<file path="src/rtl/irpd_pkg.sv">
package irpd_pkg;

	// Frame geometry
	localparam int unsigned FRAME_EDGES = 68;
	localparam int unsigned CNT_W       = 7;
	localparam int unsigned TIME_W      = 64;
	localparam int unsigned THR_W       = 30;
	localparam int unsigned CODE_W      = 16;
	localparam int unsigned OUTCOME_W   = 2;
	localparam int unsigned CFG_IDX_W   = 3;
	localparam int unsigned SHIFT_W     = 32;

	localparam logic [CNT_W-1:0] FIRST_BIT_EDGE = CNT_W'(4);
	localparam logic [CNT_W-1:0] LAST_BIT_EDGE  = CNT_W'(FRAME_EDGES - 2);
	localparam logic [CNT_W-1:0] CHECK_EDGE     = CNT_W'(FRAME_EDGES - 1);

	// Threshold reset values (ns)
	localparam logic [THR_W-1:0] LEADER_MIN_RST   = THR_W'(8000000);
	localparam logic [THR_W-1:0] LEADER_MAX_RST   = THR_W'(10000000);
	localparam logic [THR_W-1:0] REPEAT_SPACE_RST = THR_W'(3000000);
	localparam logic [THR_W-1:0] ONE_BIT_MIN_RST  = THR_W'(1000000);
	localparam logic [THR_W-1:0] TIMEOUT_RST      = THR_W'(30000000);

	typedef enum logic [CFG_IDX_W-1:0] {
		REG_LEADER_MIN   = 3'd0,
		REG_LEADER_MAX   = 3'd1,
		REG_REPEAT_SPACE = 3'd2,
		REG_ONE_BIT_MIN  = 3'd3,
		REG_TIMEOUT      = 3'd4
	} cfg_reg_t;

	typedef enum logic [OUTCOME_W-1:0] {
		OUT_NEW_FRAME  = 2'd0,
		OUT_REPEAT     = 2'd1,
		OUT_CHECK_FAIL = 2'd2
	} outcome_t;

	typedef struct packed {
		logic [THR_W-1:0] leader_min;
		logic [THR_W-1:0] leader_max;
		logic [THR_W-1:0] repeat_space_max;
		logic [THR_W-1:0] one_bit_min;
		logic [THR_W-1:0] timeout;
	} cfg_t;

	typedef struct packed {
		logic              valid;
		logic [CODE_W-1:0] key_code;
		outcome_t          outcome;
	} result_t;

endpackage

</file>
<file path="src/rtl/irpd_if.sv">
// Edge channel: one receiver pin edge per transfer
interface irpd_edge_if;
	logic                          valid;
	logic                          ready;
	logic [irpd_pkg::TIME_W-1:0]   edge_time_ns;

	modport source (output valid, output edge_time_ns, input ready);
	modport sink   (input valid, input edge_time_ns, output ready);
endinterface

// Key channel: one decoded result per transfer
interface irpd_key_if;
	logic                            valid;
	logic                            ready;
	logic [irpd_pkg::CODE_W-1:0]     key_code;
	logic [irpd_pkg::OUTCOME_W-1:0]  outcome;

	modport source (output valid, output key_code, output outcome, input ready);
	modport sink   (input valid, input key_code, input outcome, output ready);
endinterface

// Configuration write channel
interface irpd_cfg_if;
	logic                            valid;
	logic                            ready;
	logic [irpd_pkg::CFG_IDX_W-1:0]  reg_index;
	logic [irpd_pkg::THR_W-1:0]      wr_data;

	modport source (output valid, output reg_index, output wr_data, input ready);
	modport sink   (input valid, input reg_index, input wr_data, output ready);
endinterface

</file>
<file path="src/rtl/ir_pulse_distance_decoder_core.sv">
// Each edge is registered in the input register, and its result then loads into the result
// register, which drives the key channel.
// Throughput: one edge per cycle; an edge register and a result register
// separate the two channels, so a held result stalls the input only once both fill.
// Reset (arst_n low, asynchronous): thresholds return to their defaults,
// frame state, stored timestamp and last code clear to zero, both channels empty.
module ir_pulse_distance_decoder_core (
	input  logic        clk,
	input  logic        arst_n,
	irpd_edge_if.sink   edge_in,
	irpd_key_if.source  key_out,
	irpd_cfg_if.sink    cfg
);

	logic                        valid_s1;
	logic [irpd_pkg::TIME_W-1:0] time_s1;
	logic                        advance;
	logic                        key_valid_q;
	logic [irpd_pkg::CODE_W-1:0] key_code_q;
	irpd_pkg::outcome_t          outcome_q;
	irpd_pkg::cfg_t              cfg_q;
	irpd_pkg::result_t           result;

	// Edge stage moves on when the result register is free or draining
	assign advance       = valid_s1 && (!key_valid_q || key_out.ready);
	assign edge_in.ready = !valid_s1 || advance;

	// Input register
	always_ff @(posedge clk or negedge arst_n) begin
		if (!arst_n) begin
			valid_s1 <= 1'b0;
		end else if (edge_in.ready) begin
			valid_s1 <= edge_in.valid;
		end
	end

	always_ff @(posedge clk) begin
		if (edge_in.valid && edge_in.ready) begin
			time_s1 <= edge_in.edge_time_ns;
		end
	end

	// Configuration registers, writes always taken
	assign cfg.ready = 1'b1;

	always_ff @(posedge clk or negedge arst_n) begin
		if (!arst_n) begin
			cfg_q.leader_min       <= irpd_pkg::LEADER_MIN_RST;
			cfg_q.leader_max       <= irpd_pkg::LEADER_MAX_RST;
			cfg_q.repeat_space_max <= irpd_pkg::REPEAT_SPACE_RST;
			cfg_q.one_bit_min      <= irpd_pkg::ONE_BIT_MIN_RST;
			cfg_q.timeout          <= irpd_pkg::TIMEOUT_RST;
		end else if (cfg.valid) begin
			unique case (irpd_pkg::cfg_reg_t'(cfg.reg_index))
				irpd_pkg::REG_LEADER_MIN:   cfg_q.leader_min       <= cfg.wr_data;
				irpd_pkg::REG_LEADER_MAX:   cfg_q.leader_max       <= cfg.wr_data;
				irpd_pkg::REG_REPEAT_SPACE: cfg_q.repeat_space_max <= cfg.wr_data;
				irpd_pkg::REG_ONE_BIT_MIN:  cfg_q.one_bit_min      <= cfg.wr_data;
				irpd_pkg::REG_TIMEOUT:      cfg_q.timeout          <= cfg.wr_data;
				default: ;
			endcase
		end
	end

	// Frame decode
	irpd_frame u_frame (
		.clk       (clk),
		.arst_n    (arst_n),
		.step      (advance),
		.edge_time (time_s1),
		.cfg       (cfg_q),
		.result    (result)
	);

	// Result register
	always_ff @(posedge clk or negedge arst_n) begin
		if (!arst_n) begin
			key_valid_q <= 1'b0;
		end else if (advance) begin
			key_valid_q <= result.valid;
		end else if (key_out.ready) begin
			key_valid_q <= 1'b0;
		end
	end

	always_ff @(posedge clk) begin
		if (advance && result.valid) begin
			key_code_q <= result.key_code;
			outcome_q  <= result.outcome;
		end
	end

	assign key_out.valid    = key_valid_q;
	assign key_out.key_code = key_code_q;
	assign key_out.outcome  = outcome_q;

endmodule

</file>
<file path="src/rtl/irpd_frame.sv">
// Frame tracker: interval classification, bit gathering and checks
module irpd_frame (
	input  logic                          clk,
	input  logic                          arst_n,
	input  logic                          step,
	input  logic [irpd_pkg::TIME_W-1:0]   edge_time,
	input  irpd_pkg::cfg_t                cfg,
	output irpd_pkg::result_t             result
);

	logic [irpd_pkg::TIME_W-1:0]  last_time_q, last_time_n;
	logic [irpd_pkg::CNT_W-1:0]   edge_cnt_q, edge_cnt_n;
	logic                         leader_ok_q, leader_ok_n;
	logic                         short_space_q, short_space_n;
	logic [irpd_pkg::SHIFT_W-1:0] shifter_q, shifter_n;
	logic [irpd_pkg::CODE_W-1:0]  held_code_q, held_code_n;

	logic [irpd_pkg::TIME_W-1:0]  delta;
	logic                         delta_narrow;
	logic [irpd_pkg::THR_W-1:0]   delta_lo;
	logic                         over_timeout;
	logic                         leader_in_window;
	logic                         space_short;
	logic                         bit_one;
	logic                         is_bit_edge;
	logic [7:0]                   addr, naddr, cmd, ncmd;

	// Interval since previous edge, wraps mod 2^64
	assign delta        = edge_time - last_time_q;
	assign delta_narrow = (delta[irpd_pkg::TIME_W-1:irpd_pkg::THR_W] == '0);
	assign delta_lo     = delta[irpd_pkg::THR_W-1:0];

	// Threshold compares against 30-bit registers
	assign over_timeout     = !delta_narrow || (delta_lo > cfg.timeout);
	assign leader_in_window = (!delta_narrow || (delta_lo > cfg.leader_min))
		&& delta_narrow && (delta_lo < cfg.leader_max);
	assign space_short      = delta_narrow && (delta_lo < cfg.repeat_space_max);
	assign bit_one          = !delta_narrow || (delta_lo > cfg.one_bit_min);

	assign is_bit_edge = (edge_cnt_q >= irpd_pkg::FIRST_BIT_EDGE)
		&& (edge_cnt_q <= irpd_pkg::LAST_BIT_EDGE) && !edge_cnt_q[0];

	assign addr  = shifter_q[7:0];
	assign naddr = shifter_q[15:8];
	assign cmd   = shifter_q[23:16];
	assign ncmd  = shifter_q[31:24];

	// Next state and result
	always_comb begin
		last_time_n     = edge_time;
		edge_cnt_n      = edge_cnt_q + 1'b1;
		leader_ok_n     = leader_ok_q;
		short_space_n   = short_space_q;
		shifter_n       = shifter_q;
		held_code_n     = held_code_q;
		result.valid    = 1'b0;
		result.key_code = '0;
		result.outcome  = irpd_pkg::OUT_NEW_FRAME;

		priority if (edge_cnt_q != '0 && over_timeout) begin
			// restart, this edge becomes edge 0
			edge_cnt_n = irpd_pkg::CNT_W'(1);
		end else if (edge_cnt_q == irpd_pkg::CNT_W'(1)) begin
			leader_ok_n = leader_in_window;
		end else if (edge_cnt_q == irpd_pkg::CNT_W'(2)) begin
			short_space_n = space_short;
		end else if (edge_cnt_q == irpd_pkg::CNT_W'(3)) begin
			if (leader_ok_q && short_space_q) begin
				edge_cnt_n      = '0;
				result.valid    = 1'b1;
				result.key_code = held_code_q;
				result.outcome  = irpd_pkg::OUT_REPEAT;
			end
		end else if (is_bit_edge) begin
			// LSB first: new bit enters at the top
			shifter_n = {bit_one, shifter_q[irpd_pkg::SHIFT_W-1:1]};
		end else if (edge_cnt_q >= irpd_pkg::CHECK_EDGE) begin
			edge_cnt_n   = '0;
			result.valid = 1'b1;
			if (addr != ~naddr || cmd != ~ncmd) begin
				result.outcome = irpd_pkg::OUT_CHECK_FAIL;
			end else begin
				held_code_n     = {addr, cmd};
				result.key_code = {addr, cmd};
				result.outcome  = irpd_pkg::OUT_NEW_FRAME;
			end
		end else begin
			// edge 0 and odd data edges only count
			edge_cnt_n = edge_cnt_q + 1'b1;
		end
	end

	// State registers
	always_ff @(posedge clk or negedge arst_n) begin
		if (!arst_n) begin
			last_time_q   <= '0;
			edge_cnt_q    <= '0;
			leader_ok_q   <= 1'b0;
			short_space_q <= 1'b0;
			shifter_q     <= '0;
			held_code_q   <= '0;
		end else if (step) begin
			last_time_q   <= last_time_n;
			edge_cnt_q    <= edge_cnt_n;
			leader_ok_q   <= leader_ok_n;
			short_space_q <= short_space_n;
			shifter_q     <= shifter_n;
			held_code_q   <= held_code_n;
		end
	end

endmodule
</file>
<file path="src/flat_wrapper.sv">
// flat-port wrapper written by rule: the top's interface ports become plain ports
module ir_pulse_distance_decoder_core_flat 
  (clk, arst_n, edge_in_valid, edge_in_edge_time_ns, edge_in_ready, key_out_valid, key_out_key_code, key_out_outcome, key_out_ready, cfg_valid, cfg_reg_index, cfg_wr_data, cfg_ready);
  irpd_edge_if edge_in_i ();
  irpd_key_if key_out_i ();
  irpd_cfg_if cfg_i ();
  input  logic clk;
  input  logic arst_n;
  input wire logic [$bits(edge_in_i.valid)-1:0] edge_in_valid;
  input wire logic [$bits(edge_in_i.edge_time_ns)-1:0] edge_in_edge_time_ns;
  output wire logic [$bits(edge_in_i.ready)-1:0] edge_in_ready;
  output wire logic [$bits(key_out_i.valid)-1:0] key_out_valid;
  output wire logic [$bits(key_out_i.key_code)-1:0] key_out_key_code;
  output wire logic [$bits(key_out_i.outcome)-1:0] key_out_outcome;
  input wire logic [$bits(key_out_i.ready)-1:0] key_out_ready;
  input wire logic [$bits(cfg_i.valid)-1:0] cfg_valid;
  input wire logic [$bits(cfg_i.reg_index)-1:0] cfg_reg_index;
  input wire logic [$bits(cfg_i.wr_data)-1:0] cfg_wr_data;
  output wire logic [$bits(cfg_i.ready)-1:0] cfg_ready;
  assign edge_in_i.valid = edge_in_valid;
  assign edge_in_i.edge_time_ns = edge_in_edge_time_ns;
  assign edge_in_ready = edge_in_i.ready;
  assign key_out_valid = key_out_i.valid;
  assign key_out_key_code = key_out_i.key_code;
  assign key_out_outcome = key_out_i.outcome;
  assign key_out_i.ready = key_out_ready;
  assign cfg_i.valid = cfg_valid;
  assign cfg_i.reg_index = cfg_reg_index;
  assign cfg_i.wr_data = cfg_wr_data;
  assign cfg_ready = cfg_i.ready;
  ir_pulse_distance_decoder_core u_core (.clk(clk), .arst_n(arst_n), .edge_in(edge_in_i), .key_out(key_out_i), .cfg(cfg_i));
endmodule
</file>
<file path="config.mk">
export PLATFORM = sky130hd
export DESIGN_NAME = ir_pulse_distance_decoder_core_flat
export DESIGN_NICKNAME = d
export VERILOG_FILES = /design/src/rtl/irpd_pkg.sv /design/src/rtl/irpd_if.sv /design/src/rtl/ir_pulse_distance_decoder_core.sv /design/src/rtl/irpd_frame.sv /design/src/flat_wrapper.sv
export SDC_FILE = /design/constraint.sdc
export NUM_CORES = 1
export LEC_CHECK = 0
export ABC_AREA = 1
export BUFFER_PORTS_ARGS = -buffer_cell sky130_fd_sc_hd__buf_2
export CELL_PAD_IN_SITES_DETAIL_PLACEMENT = 1
export CELL_PAD_IN_SITES_GLOBAL_PLACEMENT = 2
export CORE_ASPECT_RATIO = 1.4
export CORE_UTILIZATION = 36
export DETAILED_ROUTE_END_ITERATION = 8
export PLACE_DENSITY = 0.79
export SETUP_SLACK_MARGIN = 0.1
export SLEW_MARGIN = 20
export SYNTH_ARGS = -nofsm -noshare
export SYNTH_HDL_FRONTEND = slang
export SYNTH_HIERARCHICAL = 1
export SYNTH_SLANG_ARGS = --single-unit
</file>
<file path="constraint.sdc">
create_clock -name clk -period 6.81 [get_ports clk]
set_input_delay 0.681 -clock clk [delete_from_list [all_inputs] [get_ports clk]]
set_output_delay 0.681 -clock clk [all_outputs]
set_load 0.02 [all_outputs]
</file>
==> results.yml <==
worst_setup_path:
  cp.depth: 21
  cp.arrival_ns: 5.90
  reg2reg_from: "u_core/time_s1[23]"
  crit_top_cell: "nand2_1"
  crit_required_ns: 7.27
  slowest_stage: "xor2_1"
  reg2reg_to: "u_core/u_frame/held_code_q[12]"
  crit_end: "u_core/u_frame/held_code_q[12]"
  cp-end-kind: "flip-flop"
  cp_max_fo: 73
  cp_cell_sequence: "ha_1 > nand2_1 > nor2_1 > nand2_1 > nor2_1 > nand2_1 > nand3_1 > xor2_1 > ha_1 > nand2_1 > nor2_1 > a211oi_1 > o221ai_1 > a21oi_1 > nand2_1 > nand2_1 > nand4_4 > nand2_4 > nand2_4 > nand2_1 > o21ai_2"
  max_stage_delay_ns: 0.71
  critical_path_class: "reg2reg"
  r2r_cells: 21
  r2r_slack_ns: 1.38
  cp_top_family: "simple AND/OR/NAND/NOR gates"
  crit_start: "u_core/time_s1[23]"
  worst-path-buf-inv: 0
  critPathLaunchType: "flip-flop"
place:
  place_ws_ns: 1.40
  place_congestion: 0.909
  post_dp_cell_area_sq_um: 25400
  io_buffers: 121
  hpwl_um: 64200
clocking:
  hold_buffers: 0
  cts.clk_slew.worst_paths_ns: 0.06
  ctsResizeCount: 0
  root_buffer: "clkbuf_16"
  htreeDepth: 2
  postCtsSetupRepairBufs: 0
  cts.sinks: 355
  cts_tree: "done"
  cts_made_buffers: 41
  worstSkewPairLatency_ns: 0.60
  clockBufferDepth: 3
synthesis:
  avgSynthCellArea_sq_um: 7.27
  seq_area_frac_synth: 0.390
  ys_ff_latch: 355
  yosys-top-cells-area: "dfrtp_1 24%, nand2_1 19%, ha_1 11%"
  synth_fp_nets: 3614
  synth_cells: 3296
  yosysMostFrequentCell: "nand2_1"
  syn-cell-area_sq_um: 24000
  yosysWarnings: 6
  yosys.area.top_type: "dfrtp_1"
  synth.top_cell.area_share: 0.241
  synth_ff_type: "dfrtp_1"
  yosys-top-cells-count: "1203 x nand2_1, 545 x inv_1, 231 x dfrtp_1"
  ys_async_sr_fraction: 0.769
  synth-edff-count: 82
  synth_cell_type_count: 58
die:
  die_w_um: 220
  num_rows: 111
  core_sq_um: 65700
  dieArea_sq_um: 67600
  initial_core_util: 0.365
  die_h_um: 307
  top_level_ports: 123
timing:
  slew_headroom: 0.326
  min_period_ns: 5.43
  rsz0062_at_grt: "false"
  clock_skew_ns: 0.0250
  hold_viol_final: 0
  slew_viol_final: 0
  period_share: 0.798
  setup_ws_ns: 1.38
  tns_ns: 0
  setup_viol: 0
  worst_pin_slew_ns: 1.01
  max_freq_mhz: 184
routing:
  wl_per_cell_um: 19.2
  first_pass_iters: 7
  drc_errors: 17
  drtIter0Drc: 852
  antenna_left: 0
  avgViaCountPerCell: 5.04
  wl_um: 82200
  via_count: 21534
job:
  drv_cap: 0
power:
  pwr_density_cell_nw_per_um2: 279
  peakVddDrop_uv: 200
  cellLeakagePower_nw: 14.2
global_routing:
  grt_max_degree: 148
  antenna_found_initial: 0
  grt_pass1_vias: 23458
  grt_pass1_wl_um: 130000
  overflow: 0
  track_usage: 0.249
finish:
  layout.nets: 3711
  area_growth_pct: 11.9
  drive_gt1_frac: 0.0984
  fin_util: 0.408
  fin_area_sq_um: 26800
  n_antenna_cell: 0
outcome:
  violations: "DRC"
  status: "finished with violations"
min_path:
  hold_class: "in2async"
[cell families after synthesis]
kind of cell             share of synthesized area
AND/OR/NAND/NOR                              0.306
buffers and inverters                        0.108
flip-flops                                   0.390
XOR/XNOR                                    0.0157
AO/OA/AOI/OAI                               0.0660
other                                     0.000157
adder cells (fa/ha/maj)                      0.113
[metal layers]
| layer | vias to the layer above | global-route usage | part of all wire |
|---|---|---|---|
| met2 | 312 | 0.468 | 0.53 |
| met5 | - | 0 | 0 |
| li1 | 10600 | - | - |
| met3 | 123 | 0.0222 | 0.022 |
| met4 | 0 | 0.0861 | 0.034 |
| met1 | 10499 | 0.291 | 0.42 |
[where the power goes]
group,internal (W),switching (W),total (W),leakage (nW)
sequential,0.00244,0.000124,0.00257,4.19
combinational,0.000824,0.00171,0.00253,9.32
clock,0.00141,0.000972,0.00238,0.695
[through the flow]
stage	total power [W]	hold slack [ns]	std cells
after CTS	0.00759	0.0437	4273
after detailed placement	0.00514	0.454	4197
after global placement	0.00503	0.450	4197
final	0.00748	0.0595	4273
after global routing	0.00802	0.0790	4273
after floorplan	0.00424	0.385	3296
[cell usage in the layout, fill, tap and decap left out, types with 7 or more instances in the layout]
cell type  count
a21oi_1      122
buf_2        120
buf_4         16
bufinv_16      7
clkbuf_1       8
clkbuf_16     42
clkinv_1       7
clkinv_2       8
dfrtp_1      231
dfstp_2       42
edfxtp_1      82
ha_1         215
inv_1        544
inv_2         28
nand2_1     1203
nand3_1      212
nand3b_1      12
nand4_1       88
nor2_1       130
nor2_2        19
nor3_1        40
o211ai_1       7
o21ai_0       97
o21ai_2       16
xnor2_1        8
xor2_1        35
[flip-flops by register name, summed over array words and instances (netlist names), 2 cells and up]
register,flops
u_core/key_out.outcome,2
u_core/u_frame/edge_cnt_q,7
u_core/time_s1,64
u_core/key_out.key_code,16
u_core/u_frame/last_time_q,64
u_core/cfg_q,150
u_core/u_frame/held_code_q,16
u_core/u_frame/shifter_q,32
[worst min-delay path by stage]
stage,from,end
global route,arst_n,u_core/u_frame/held_code_q[0]
global placement,u_core/cfg_q[132],u_core/cfg_q[132]
finish,arst_n,u_core/u_frame/held_code_q[3]
CTS,arst_n,u_core/cfg_q[103]
floorplan,arst_n,u_core/cfg_q[0]
detailed placement,u_core/cfg_q[105],u_core/cfg_q[105]
[layout make-up]
class / count / area (sq um)
clock buffers: 50 / 1080
clock inverters: 26 / 348
fillers: 8327 / 38900
inverters: 576 / 2160
multi-input cells: 2281 / 12000
flip-flops and latches: 355 / 9350
well taps: 847 / 1060
repair buffers: 138 / 756
[worst reg2reg max path, cell delays in order (launching register included)]
cell and delay (ns):
edfxtp_1 0.43, ha_1 0.48, nand2_1 0.17, nor2_1 0.24, nand2_1 0.13, nor2_1 0.17
nand2_1 0.07, nand3_1 0.16, xor2_1 0.71, ha_1 0.40, nand2_1 0.10, nor2_1 0.05
a211oi_1 0.19, o221ai_1 0.16, a21oi_1 0.14, nand2_1 0.07, nand2_1 0.12, nand4_4 0.16
nand2_4 0.61, nand2_4 0.47, nand2_1 0.25, o21ai_2 0.07
(Power assumes the default switching activity.)
